--- src/design/iibh_pkg.sv ---
package iibh_pkg;

    localparam int CTR_W = 12;   // holds any pixel index up to 4095
    localparam int QW    = 14;   // signed query coordinate width
    localparam int MAX_WIDTH_DEF  = 256;
    localparam int MAX_HEIGHT_DEF = 256;

    localparam logic [1:0] OP_LOAD   = 2'd0;
    localparam logic [1:0] OP_BOX    = 2'd1;
    localparam logic [1:0] OP_HAAR_X = 2'd2;
    localparam logic [1:0] OP_HAAR_Y = 2'd3;

    localparam logic [0:0] CFG_WIDTH  = 1'b0;
    localparam logic [0:0] CFG_HEIGHT = 1'b1;

    localparam logic [23:0] GREY_R = 24'd19589;
    localparam logic [23:0] GREY_G = 24'd38470;
    localparam logic [23:0] GREY_B = 24'd7471;

    typedef enum logic {K_LOAD, K_QUERY} t_kind;

    typedef struct packed {
        logic [CTR_W:0] w;
        logic [CTR_W:0] h;
    } t_dims;

    typedef struct packed {
        t_kind             kind;
        logic [1:0]        op;
        logic [7:0]        red;
        logic [7:0]        green;
        logic [7:0]        blue;
        logic [CTR_W-1:0]  x;
        logic [CTR_W-1:0]  y;
        logic signed [9:0] row;
        logic signed [9:0] col;
        logic [9:0]        rows;
        logic [9:0]        cols;
        logic [9:0]        size;
    } t_cmd;

    function automatic logic [CTR_W:0] eff_dim(input logic [8:0] v, input int mx);
        logic [CTR_W:0] m;
        m = (CTR_W+1)'(mx);
        if (v == 9'd0) return (CTR_W+1)'(1);
        if ((CTR_W+1)'(v) > m) return m;
        return (CTR_W+1)'(v);
    endfunction

endpackage

--- src/design/iibh_front.sv ---
module iibh_front import iibh_pkg::*; #(
    parameter int MAX_WIDTH  = MAX_WIDTH_DEF,
    parameter int MAX_HEIGHT = MAX_HEIGHT_DEF
) (
    input  logic              i_clk,
    input  logic              i_rst_n,
    input  logic              i_cfg_we,
    input  logic [1:0]        i_cfg_index,
    input  logic [8:0]        i_cfg_data,
    input  logic              i_push,
    input  logic              i_q_full,
    input  logic [1:0]        i_operation,
    input  logic [7:0]        i_pixel_red,
    input  logic [7:0]        i_pixel_green,
    input  logic [7:0]        i_pixel_blue,
    input  logic signed [9:0] i_query_row,
    input  logic signed [9:0] i_query_col,
    input  logic [9:0]        i_query_rows,
    input  logic [9:0]        i_query_cols,
    input  logic [9:0]        i_haar_size,
    output logic              o_q_push,
    output t_cmd              o_cmd,
    output t_dims             o_dims
);
    logic [8:0]       r_width, r_height;
    logic [CTR_W-1:0] r_x, r_y;
    logic             r_done;
    logic             w_accept, w_load, w_restart;
    logic [CTR_W:0]   w_x1, w_y1;

    assign o_dims.w  = eff_dim(r_width, MAX_WIDTH);
    assign o_dims.h  = eff_dim(r_height, MAX_HEIGHT);
    assign w_accept  = i_push && !i_q_full;
    assign w_load    = (i_operation == OP_LOAD);
    assign w_restart = i_cfg_we && (i_cfg_index[1] == 1'b0);
    assign w_x1      = {1'b0, r_x} + 1'b1;
    assign w_y1      = {1'b0, r_y} + 1'b1;

    // drop queries that arrive before a whole frame is in the store
    assign o_q_push    = w_accept && (w_load || r_done);
    assign o_cmd.kind  = w_load ? K_LOAD : K_QUERY;
    assign o_cmd.op    = i_operation;
    assign o_cmd.red   = i_pixel_red;
    assign o_cmd.green = i_pixel_green;
    assign o_cmd.blue  = i_pixel_blue;
    assign o_cmd.x     = r_x;
    assign o_cmd.y     = r_y;
    assign o_cmd.row   = i_query_row;
    assign o_cmd.col   = i_query_col;
    assign o_cmd.rows  = i_query_rows;
    assign o_cmd.cols  = i_query_cols;
    assign o_cmd.size  = i_haar_size;

    always_ff @(posedge i_clk) begin
        if (!i_rst_n) begin
            r_width  <= 9'd256;
            r_height <= 9'd256;
            r_x      <= '0;
            r_y      <= '0;
            r_done   <= 1'b0;
        end else if (w_restart) begin
            if (i_cfg_index[0] == CFG_WIDTH) r_width <= i_cfg_data;
            else                             r_height <= i_cfg_data;
            r_x    <= '0;
            r_y    <= '0;
            r_done <= 1'b0;
        end else if (w_accept && w_load) begin
            r_done <= 1'b0;
            if (w_x1 >= o_dims.w) begin
                r_x <= '0;
                if (w_y1 >= o_dims.h) begin
                    r_y    <= '0;
                    r_done <= 1'b1;
                end else begin
                    r_y <= w_y1[CTR_W-1:0];
                end
            end else begin
                r_x <= w_x1[CTR_W-1:0];
            end
        end
    end
endmodule

--- config.mk ---
export PLATFORM = sky130hd
export DESIGN_NAME = iibh_front
export DESIGN_NICKNAME = d
export VERILOG_FILES = /design/src/design/iibh_pkg.sv /design/src/design/iibh_front.sv
export SDC_FILE = /design/constraint.sdc
export NUM_CORES = 1
export LEC_CHECK = 0
export BUFFER_PORTS_ARGS = -buffer_cell sky130_fd_sc_hd__buf_4
export CAP_MARGIN = 20
export CORE_ASPECT_RATIO = 0.9
export CORE_MARGIN = 1.5
export CORE_UTILIZATION = 30
export DETAILED_ROUTE_END_ITERATION = 12
export GPL_ROUTABILITY_DRIVEN = 1
export SLEW_MARGIN = 30
export SYNTH_ARGS = -nofsm -noshare
export SYNTH_HDL_FRONTEND = slang
export SYNTH_SLANG_ARGS = --single-unit
export TNS_END_PERCENT = 5
--- constraint.sdc ---
create_clock -name i_clk -period 4.5 [get_ports i_clk]
set_clock_uncertainty 0.15 [all_clocks]
set_input_delay 0.9 -clock i_clk [delete_from_list [all_inputs] [get_ports i_clk]]
set_output_delay 0.9 -clock i_clk [all_outputs]
set_load 0.1 [all_outputs]
==> impl_metrics.ini <==
[cells_and_area]
fillers = 1097
syn_to_final_growth_pct = 2.70
regArea_um2 = 861
diodes = 0
multi_input_area_um2 = 1620
drive_gt1_frac = 0.205
final_nets = 491
layout_commonest_cell = buf_4
layout_common_cells = buf_4 (63), nand2_1 (48), dfxtp_1 (43)

[floorplanning]
die_area_um2 = 11400
die_y_um = 102
die_w_um = 113
pin_count = 220
core_um2 = 10400
initial_utilization = 0.312
fp-row-count = 35

[drt]
drc = 18
drtIter0Drc = 131
drt_wl_total_um = 7370
antenna_left = 0
dr.pass1.iters = 9
vias = 2531
viasPerCell = 4.97
wl_per_cell_um = 14.5

[sta]
max_slew_margin = 0.385
worst_slew_pin_slew_ns = 0.919
maxSlewViolCount = 0
max_freq_mhz = 280
fin_crit_sh = 0.794
layout_min_cycle_time_ns = 3.57
hold_viol = 0
rsz0062_at_grt = false
fin_hold_ws_ns = 0.343
setup_violations = 0
timing.setup.tns_ns = 0

[power]
p_sw_frac = 0.284
p_seq_frac = 0.451
p_per_area_nw_per_um2 = 261
power_switching_mw = 0.247
p_leak_nw = 1.51
combPwrFrac = 0.145
intPower_mw = 0.621
peakVddDrop_v = 0.000170
power.clock.fraction = 0.404

[grt]
grt_antenna_before_repair = 0
grt_pass1_wl_um = 11900
grt_max_degree = 21
grt_pass1_vias = 2458
grt_use_total = 0.130
gr-total-overflow = 0

[cts]
cts_buffer_depth = 2
cts_root_buffer = clkbuf_16
cts-hold-fix-buffers = 0
cts_tree = yes
htree_levels = 2
post_cts_buffers = 0
insertion_delay_ns = 0.28
cts_buffers = 5
cts_resized = 0
numClockSinks = 43
clkTransAtPathRegs_ns = 0.06

[setup_path]
slowest_stage = nor3_4
endpoint_kind = flip-flop
worst_ep_arrival_time_ns = 3.57
critical_path_class = flip-flop to flip-flop
path_cells = and3_1 -> and3_1 -> and3_2 -> xor2_1 -> ha_1 -> o21ai_0 -> nor2_1 -> nor2_1 -> o21ai_0 -> nor3_4 -> nand3b_1 -> o22ai_1
critPathBufInv = 0
crit_path_max_fanout = 19
startpoint_type = flip-flop
crit_family = simple AND/OR/NAND/NOR gates
slowest_delay_ns = 0.61
r2r_slack_ns = 0.93
cp.required_ns = 4.49

[yosys]
yosysTopAreaCell = dfxtp_1
synth-seq-cells = 43
synth_area_leaders = dfxtp_1 (27%), buf_4 (19%), ha_1 (7.7%)
yosysSeqAreaShare = 0.266
synth.cell_area_um2 = 3240
synth_edf_count = 0
ys.flop_type = dfxtp_1
avgSynthCellArea_um2 = 8.12
async_flop_share = 0
netlist.area_leader.share = 0.266
synthCells = 399
ys_warn_count = 0
netlist-cell-type-count = 45

[placed_design]
gp_congestion = 0.799
hpwl_um = 5630
port-buffer-count = 63

[run_status]
violations = design-rule violations
status = complete, but fails checks

[worst_hold_path]
hold_path_class = flip-flop to flip-flop

[run]
drv_cap = 0
Yosys cell counts (5+ instances only):
master    number
a21oi_1       13
and3_1         6
buf_4         84
clkbuf_1       8
dfxtp_1       43
ha_1          20
inv_1         17
mux2i_1       17
nand2_1       48
nand3_1       16
nand4_1        5
nand4b_1       5
nor2_1        13
nor2b_1       18
nor3_1        10
o211ai_1       6
o21ai_0        5
o22ai_1        5
xnor2_1        8
xor2_1         7
metrics by stage:
step / power, mW / setup WS (ns) / util / std cells / cell area [um^2]
2_1_floorplan: 0.816 / 0.525 / - / 406 / 3260
3_3_place_gp: 0.526 / 1.02 / 0.307 / 501 / 3190
3_5_place_dp: 0.526 / 0.987 / 0.307 / 501 / 3190
4_1_cts: 0.880 / 0.969 / 0.320 / 509 / 3330
5_1_grt: 0.907 / 0.627 / 0.320 / 509 / 3330
6_report: 0.868 / 0.927 / 0.320 / 509 / 3330
worst paths after layout:
| check | endpoint | from | depth (start not counted) |
|---|---|---|---|
| worst max-delay path | r_y[0] | r_x[2] | 12 |
| worst min-delay path | r_y[9] | r_y[9] | 2 |
| worst max register to register | r_y[0] | r_x[2] | 12 |
| worst min register to register | r_y[9] | r_y[9] | 2 |
power groups by stage:
stage / Sequential, mW / Combinational, mW / Clock (mW)
2_1_floorplan: 0.400 / 0.416 / 0
3_3_place_gp: 0.400 / 0.126 / 0
3_5_place_dp: 0.400 / 0.126 / 0
4_1_cts: 0.391 / 0.127 / 0.362
5_1_grt: 0.392 / 0.134 / 0.381
6_report: 0.391 / 0.126 / 0.350
kinds of logic (layout without fill, tap and decap cells):
logic type / count (synthesis) / in the layout / synth area share
AO/OA/AOI/OAI: 44 / 44 / 0.0904
XOR/XNOR: 15 / 15 / 0.0406
adder cells (fa/ha/maj): 20 / 20 / 0.0773
buffers and inverters: 116 / 90 / 0.242
flip-flops: 43 / 43 / 0.266
multiplexers: 18 / 18 / 0.0560
other: 1 / 8 / 0.00116
AND/OR/NAND/NOR: 142 / 142 / 0.226
tightest hold or removal path, stage by stage (launching register included):
cell and delay (ns):
dfxtp_1 0.33, inv_1 0.07, nor3_1 0.05
final cells by class:
| type | count | area share |
|---|---|---|
| multi-input combinational | 247 | 0.487 |
| clock buffer | 5 | 0.0376 |
| inverter | 19 | 0.0214 |
| clock inverter | 3 | 0.00451 |
| timing repair buffer | 63 | 0.142 |
| tap | 129 | 0.0485 |
| sequential | 43 | 0.259 |
metal layers:
metal	track usage	wire length, um	up-vias
met5	0	0	-
met4	0.0545	174	0
met3	0.0317	424	22
met2	0.214	3430	101
met1	0.164	3340	1179
li1	-	-	1229
registers in the layout, summed over array words and instances, names as in the netlist:
register and flops:
r_x 12, r_height 9, r_done 1, r_width 9, r_y 12
Note: power is estimated with default switching activity, not from simulation.
