### src/design/iibh_fifo.sv
module iibh_fifo #(
    parameter int WIDTH = 8,
    parameter int DEPTH = 2
) (
    input  logic             i_clk,
    input  logic             i_rst_n,
    input  logic             i_push,
    input  logic [WIDTH-1:0] i_data,
    output logic             o_full,
    input  logic             i_pop,
    output logic             o_empty,
    output logic [WIDTH-1:0] o_data
);
    localparam int PW = (DEPTH > 1) ? $clog2(DEPTH) : 1;
    localparam int CW = $clog2(DEPTH + 1);

    logic [WIDTH-1:0] r_mem [DEPTH];
    logic [PW-1:0]    r_wp, r_rp;
    logic [CW-1:0]    r_cnt;
    logic             w_push, w_pop;

    assign o_full  = (r_cnt == CW'(DEPTH));
    assign o_empty = (r_cnt == '0);
    assign w_push  = i_push && !o_full;
    assign w_pop   = i_pop && !o_empty;
    assign o_data  = r_mem[r_rp];

    always_ff @(posedge i_clk) begin
        if (w_push) r_mem[r_wp] <= i_data;
    end

    always_ff @(posedge i_clk) begin
        if (!i_rst_n) begin
            r_wp  <= '0;
            r_rp  <= '0;
            r_cnt <= '0;
        end else begin
            if (w_push) r_wp <= (r_wp == PW'(DEPTH-1)) ? '0 : r_wp + 1'b1;
            if (w_pop)  r_rp <= (r_rp == PW'(DEPTH-1)) ? '0 : r_rp + 1'b1;
            if (w_push && !w_pop) r_cnt <= r_cnt + 1'b1;
            else if (w_pop && !w_push) r_cnt <= r_cnt - 1'b1;
        end
    end
endmodule

### config.mk
export PLATFORM = sky130hd
export DESIGN_NAME = iibh_fifo
export DESIGN_NICKNAME = d
export VERILOG_FILES = /design/src/design/iibh_fifo.sv
export SDC_FILE = /design/constraint.sdc
export NUM_CORES = 1
export LEC_CHECK = 0
export BUFFER_PORTS_ARGS = -buffer_cell sky130_fd_sc_hd__clkbuf_2
export CORE_MARGIN = 2
export CORE_UTILIZATION = 45
export CTS_BUF_LIST = sky130_fd_sc_hd__clkbuf_8
export DETAILED_ROUTE_END_ITERATION = 10
export GPL_ROUTABILITY_DRIVEN = 0
export PLACE_DENSITY = 0.7
export SYNTH_ARGS = -nofsm -noshare
export SYNTH_HDL_FRONTEND = slang
export SYNTH_SLANG_ARGS = --single-unit
### constraint.sdc
create_clock -name i_clk -period 2.2 [get_ports i_clk]
set_input_delay 0.22 -clock i_clk [delete_from_list [all_inputs] [get_ports i_clk]]
set_output_delay 0.22 -clock i_clk [all_outputs]
set_load 0.01 [all_outputs]
==> metrics.md, run 1 <==
| Metric | Value |
|---|---|
| Status | complete, no violations |
| Tcrit/Tclk final | 71.03% |
| Drt pass-1 iters | 2 |
| Post-synth top flop | edfxtp_1 |
| Synth area leader | edfxtp_1 |
| Setup Crit Path Kind | reg -> reg |
| Fillcell total | 151 |
| Register Area | 580.6 um2 |
| Post-route setup TNS | 0 ps |
| Yosys warnings | 0 |
| Core ar. | 1708 um2 |
| Drt total wl | 1161 um |
| Worst path buffer plus inverter count | 1 |
| CTS Buf Count | 3 |
| Global-route wire length before repair | 1718 um |
| Cell variety after synth | 20 |
| Fmax | 639.9 MHz |
| Total of max-cap violations | 0 |
| Asr flop ratio synth | 0% |
| P per Cell Area | 1142 nW/um2 |
| Slew Viols, Final | 0 |
| IO Count | 22 |
| Die X | 46.42 um |
| Crit-path max FO | 5 |
| Final setup viols | 0 |
| Worst Setup End Kind | register |
| Die height | 46.42 um |
| VDD IR max | 0.0006128 V |
| RSZ-0062 raised after global routing | false |
| Combinational share of power | 29.1% |
| Vias per cell | 4.636 |
| Setup bufs post-CTS | 0 |
| Type of origin of the critical path | register |
| Total track usage | 12.57% |
| Die area | 2154 um2 |
| Synthesis-to-layout area growth | 21.95% |
| Net Sw Frac | 28.72% |
| Synth top area share | 59.35% |
| Required @ worst endpoint | 2380 ps |
| Cells after Synth | 50 |
| Worst path arrival time | 1750 ps |
| Clock Skew | 4.743 ps |
| Post-synth EDFFs | 16 |
| Sequential-to-total area share from yosys stat | 71.72% |
| Slowest CP cell | dfxtp_1 |
| Worst-path clk slew | 70 ps |
| Clock buffer depth | 2 |
| Sw power | 0.0003238 W |
| Total internal power | 0.0008037 W |
| Crit path max-delay family | simple AND/OR/NAND/NOR gates |
| Vias in the first global route | 428 |
| Critical path, cell by cell | nand2b_1, inv_2, nor2_1, ha_1, or3_1, a21boi_1 |
| Initial antenna violation count | 0 |
| DRT iter0 DRCs | 2 |
| Max_slew headroom | 54.66% |
| Total power | 0.001128 W |
| Routed Antenna Nets | 0 |
| Min-delay worst type | in -> reg |
| Clk sink count | 21 |
| GRT Residual Overflow | 0 |
| Post-synthesis register bit count | 21 |
| Clock Power Share | 21.5% |
| Starting density of the core | 47.40% |
| Antenna diode instance count | 0 |
| Largest net degree at the start of global routing | 13 |
| WL/cell | 11.73 um |
| # nets final | 88 |
| Clock Root Buffer | clkbuf_8 |
| Clock latency on the worst-skew pair | 260 ps |
| Register share of total power | 49.4% |
| Leak | 0.3935 nW |
| Cts hold-fix bufs | 0 |
| Layout cells sized above 1 | 47.30% |
| Synthesized area per cell | 16.19 um2 |
| Port Buffers | 21 |
| Resized cells post-CTS | 0 |
| Area contributors post-synth | edfxtp_1 59%, dfxtp_1 12%, mux2_2 11%, and2_1 2.3%, xnor2_1 2.2% |
| Fin crit period | 1563 ps |
| Most instantiated library cell after synthesis | edfxtp_1 |
| Most frequent cells after synthesis | 16 x edfxtp_1, 8 x mux2_2, 5 x dfxtp_1 |
| CTS tree | done |
| DRC Markers | 0 |
| Worst-Margin Slew | 676.4 ps |
| Multi-input gate area | 216.5 um2 |
| Mapped cell area | 809.5 um2 |
| Hold Fails Final Rpt | 0 |
| H-tree Lvls | 1 |
| Total number of vias | 459 |
| Cell Rows | 15 |
| CP max stage delay | 400 ps |
| Syn nets | 63 |
layout make-up:
type,instances,share of cell area (%)
clock buffer,3,4.183
tap,25,3.169
timing repair buffer,21,10.65
inverter,2,0.7605
clock inverter,1,0.5070
sequential,21,58.81
multi-input combinational,26,21.93
cells in the final DEF, fill, tap and decap left out:
cell / count
a21boi_0: 1
a21boi_1: 1
and2_1: 3
and3_1: 1
clkbuf_2: 21
clkbuf_8: 3
clkinv_2: 1
dfxtp_1: 5
edfxtp_1: 16
ha_1: 1
inv_1: 1
inv_2: 1
mux2_2: 8
nand2b_1: 1
nor2_1: 2
nor3_2: 1
o21a_1: 1
o21ai_0: 1
o21ai_1: 1
or3_1: 1
xnor2_1: 2
xor2_1: 1
kinds of logic (layout without fill, tap and decap cells):
family                   after synthesis  in the layout  synth area share, %
flip-flops                            21             21                71.72
AND/OR/NAND/NOR                        9              9                6.803
multiplexers                           8              8                11.13
AO/OA/AOI/OAI                          5              5                4.018
XOR/XNOR                               3              3                3.246
buffers and inverters                  3             27                1.544
adder cells (fa/ha/maj)                1              1                1.545
path summary, 6_finish.rpt:
check / startpoint / depth (start not counted) / slack, ps / endpoint
worst max register to register: r_cnt[0] / 6 / 640 / r_cnt[1]
worst min register to register: r_cnt[1] / 2 / 530 / r_cnt[1]
worst min-delay path: i_data[5] / 1 / 150 / r_mem[1][5]
worst max-delay path: r_cnt[0] / 6 / 640 / r_cnt[1]
flip-flops by register name, summed over array words and instances (netlist names), named ones only:
name,flops
r_cnt,2
r_mem,16
r_rp,1
r_wp,1
metal layers:
metal / GRT usage (%) / wire length [um] / vias up
li1: - / - / 230
met1: 13.78 / 483 / 210
met2: 19.17 / 584 / 17
met3: 5.882 / 82 / 2
met4: 8.571 / 10 / 0
met5: 0 / 0 / -
through the flow:
stage | instance area [um2] | util, % | worst slack, ps | std cells | hold slack (ps)
floorplan | 809.5 | - | 729.0 | 50 | 318.9
global placement | 940.9 | 55.09 | 710.4 | 95 | 412.4
detailed placement | 940.9 | 55.09 | 635.0 | 95 | 413.6
CTS | 987.2 | 57.80 | 619.7 | 99 | 141.1
global route | 987.2 | 57.80 | 534.6 | 99 | 139.2
finish | 987.2 | 57.80 | 637.4 | 99 | 147.9
power by group through the flow:
stage          combinational, W  sequential, W  clock, W
5_1_grt                0.000368       0.000568  0.000271
2_1_floorplan          0.000251       0.000541         0
6_report               0.000328       0.000557  0.000242
3_5_place_dp           0.000333       0.000568         0
3_3_place_gp           0.000323       0.000566         0
4_1_cts                0.000335       0.000561  0.000255
Note: power is estimated with default switching activity, not from simulation.
==> inputs of run 2 (changes only) <==
==> constraint.sdc (replaced) <==
create_clock -name i_clk -period 1.44 [get_ports i_clk]
set_input_delay 0.144 -clock i_clk [delete_from_list [all_inputs] [get_ports i_clk]]
set_output_delay 0.144 -clock i_clk [all_outputs]
set_load 0.01 [all_outputs]
==> run 2 against run 1 <==
  * Register-to-register slack got worse by 630 ps
  * Routed wire length rose by 3.6%
  * Sequential share of layout area is 3.8 points lower
  * Clock skew down 1.6 ps
==> metrics.md, run 2 (synthesis results as in run 1) <==
| Metric | Value |
|---|---|
| Slowest CP cell | dfxtp_2 (was dfxtp_1) |
| Die X | 46.42 um (unchanged) |
| Type of origin of the critical path | register (unchanged) |
| Die area | 2154 um2 (unchanged) |
| Top flop regs | r_mem (16), r_cnt (2) (unchanged) |
| Routed Antenna Nets | 0 (unchanged) |
| Max_slew headroom | 74.44% (was 54.66%) |
| DRT iter0 DRCs | 7 (was 2) |
| Drt total wl | 1203 um (was 1161 um) |
| Clock Root Buffer | clkbuf_8 (unchanged) |
| CTS tree | done (unchanged) |
| Clock buffer depth | 2 (unchanged) |
| P per Cell Area | 1761 nW/um2 (was 1142 nW/um2) |
| Clk sink count | 21 (unchanged) |
| Post-route cell area | 1067 um2 (was 987.2 um2) |
| Required @ worst endpoint | 1610 ps (was 2380 ps) |
| Crit-path max FO | 5 (unchanged) |
| Most frequent cells in the layout | 21 x clkbuf_2, 16 x edfxtp_1, 8 x mux2_2 (unchanged) |
| Vias in the first global route | 435 (was 428) |
| VDD IR max | 0.001193 V (was 0.0006128 V) |
| Setup slack, reg-to-reg | 4 ps (was 640 ps) |
| WL/cell | 11.57 um (was 11.73 um) |
| Largest register by flop count | r_mem (unchanged) |
| Min-delay worst type | in -> reg (unchanged) |
| Die height | 46.42 um (unchanged) |
| Fmax | 696.4 MHz (was 639.9 MHz) |
| Synthesis-to-layout area growth | 31.84% (was 21.95%) |
| Global-route wire length before repair | 1766 um (was 1718 um) |
| DP HPWL | 872.7 um |
| Antenna diode instance count | 0 (unchanged) |
| Worst Setup End Kind | register (unchanged) |
| Largest net degree at the start of global routing | 12 (was 13) |
| Tcrit/Tclk final | 99.72% (was 71.03%) |
| Total of max-cap violations | 0 (unchanged) |
| Worst path buffer plus inverter count | 0 (was 1) |
| Total power | 0.001880 W (was 0.001128 W) |
| Slew Viols, Final | 0 (unchanged) |
| Worst-Margin Slew | 383.4 ps (was 676.4 ps) |
| Total number of vias | 496 (was 459) |
| H-tree Lvls | 1 (unchanged) |
| Initial antenna violation count | 0 (unchanged) |
| CP max stage delay | 350 ps (was 400 ps) |
| Fillcell total | 132 (was 151) |
| Cts hold-fix bufs | 0 (unchanged) |
| Crit path max-delay family | compound AO/OA/AOI/OAI gates (was simple AND/OR/NAND/NOR gates) |
| Total track usage | 12.07% (was 12.57%) |
| Status | complete, no violations (unchanged) |
| Number of flip-flops in the largest register | 16 (unchanged) |
| Hold Fails Final Rpt | 0 (unchanged) |
| Worst-path clk slew | 70 ps (about the same) |
| Multi-input gate area | 251.5 um2 (was 216.5 um2) |
| Area after DPL | 972.2 um2 (was 940.9 um2) |
| Cell Rows | 15 (unchanged) |
| Fin crit period | 1436 ps (was 1563 ps) |
| Starting density of the core | 47.40% (unchanged) |
| Port Buffers | 21 (unchanged) |
| Core ar. | 1708 um2 (unchanged) |
| RSZ-0062 raised after global routing | true (was false) |
| Clock latency on the worst-skew pair | 250 ps (was 260 ps) |
| Critical path, cell by cell | o21ai_1, ha_4, or3_1, a21boi_1 (was nand2b_1, inv_2, nor2_1, ha_1, or3_1, a21boi_1) |
| Clock Skew | 3.181 ps (was 4.743 ps) |
| # nets final | 93 (was 88) |
| GRT Residual Overflow | 0 (unchanged) |
| Drt pass-1 iters | 4 (was 2) |
| Non-filler instance count after layout | 104 (was 99) |
| Setup Crit Path Kind | reg -> reg (unchanged) |
| Register Area | 586.8 um2 (was 580.6 um2) |
| IO Count | 22 (unchanged) |
| Worst path arrival time | 1610 ps (was 1750 ps) |
| Final setup viols | 0 (unchanged) |
| Leak | 0.4264 nW (was 0.3935 nW) |
| Vias per cell | 4.769 (was 4.636) |
| DRC Markers | 0 (unchanged) |
| Layout cells sized above 1 | 58.23% (was 47.30%) |
| CTS Buf Count | 3 (unchanged) |
| Final hold slack | 82.89 ps (was 147.9 ps) |
| Commonest non-fill, non-tap cell in the layout | clkbuf_2 (unchanged) |
| Placed instance count | 98 (was 95) |
## run 2: cell types whose count changed in the layout (fill, tap and decap cells not counted), sizes merged
cell	delta
inv	+1
clkinv	-1
buf	+5
## run 2: repair_timing
action	CTS	global route
setup buffers	1	1
gates resized for setup	4	5
endpoints found under the setup margin	9	2
pin swaps	1	1
## run 2: layout make-up
type	count	share of cell area, %
flip-flops and latches	21	54.98
clock buffers	3	3.869
inverters	2	0.9379
repair buffers	26	13.36
multi-input cells	26	23.56
clock inverters	1	0.3517
well taps	25	2.931
## run 2: power by group
part | leakage, nW | switching, W | total (W) | internal (W)
clock | 0.0269 | 0.000163 | 0.000351 | 0.000189
sequential | 0.192 | 0.0000809 | 0.000867 | 0.000786
combinational | 0.207 | 0.000293 | 0.000661 | 0.000368
total | 0.426 | 0.000537 | 0.00188 | 0.00134
## run 2: final timing paths
check	end	startpoint	cells past startpoint
worst max-delay path	r_cnt[1]	r_cnt[1]	4
worst min-delay path	r_mem[1][1]	i_data[1]	1
worst min register to register	r_cnt[1]	r_cnt[1]	2
worst max register to register	r_cnt[1]	r_cnt[1]	4
## run 2: through the flow
step | worst slack [ps] | util (%) | setup TNS, ps
global route | -66.69 | 62.49 | -66.69
finish | 4.055 | 62.49 | 0
CTS | -17.73 | 60.44 | -17.73
floorplan | 19.99 | - | 0
global placement | 39.28 | 56.92 | 0
detailed placement | -38.68 | 56.92 | -38.68
## run 2: layer usage
layer  GRT usage [%]  wire, um  vias up
met3           4.314        67        2
met1           13.23       501      237
met4           5.143        10        0
met2           20.83       623       14
met5               0         0        -
li1                -         -      243
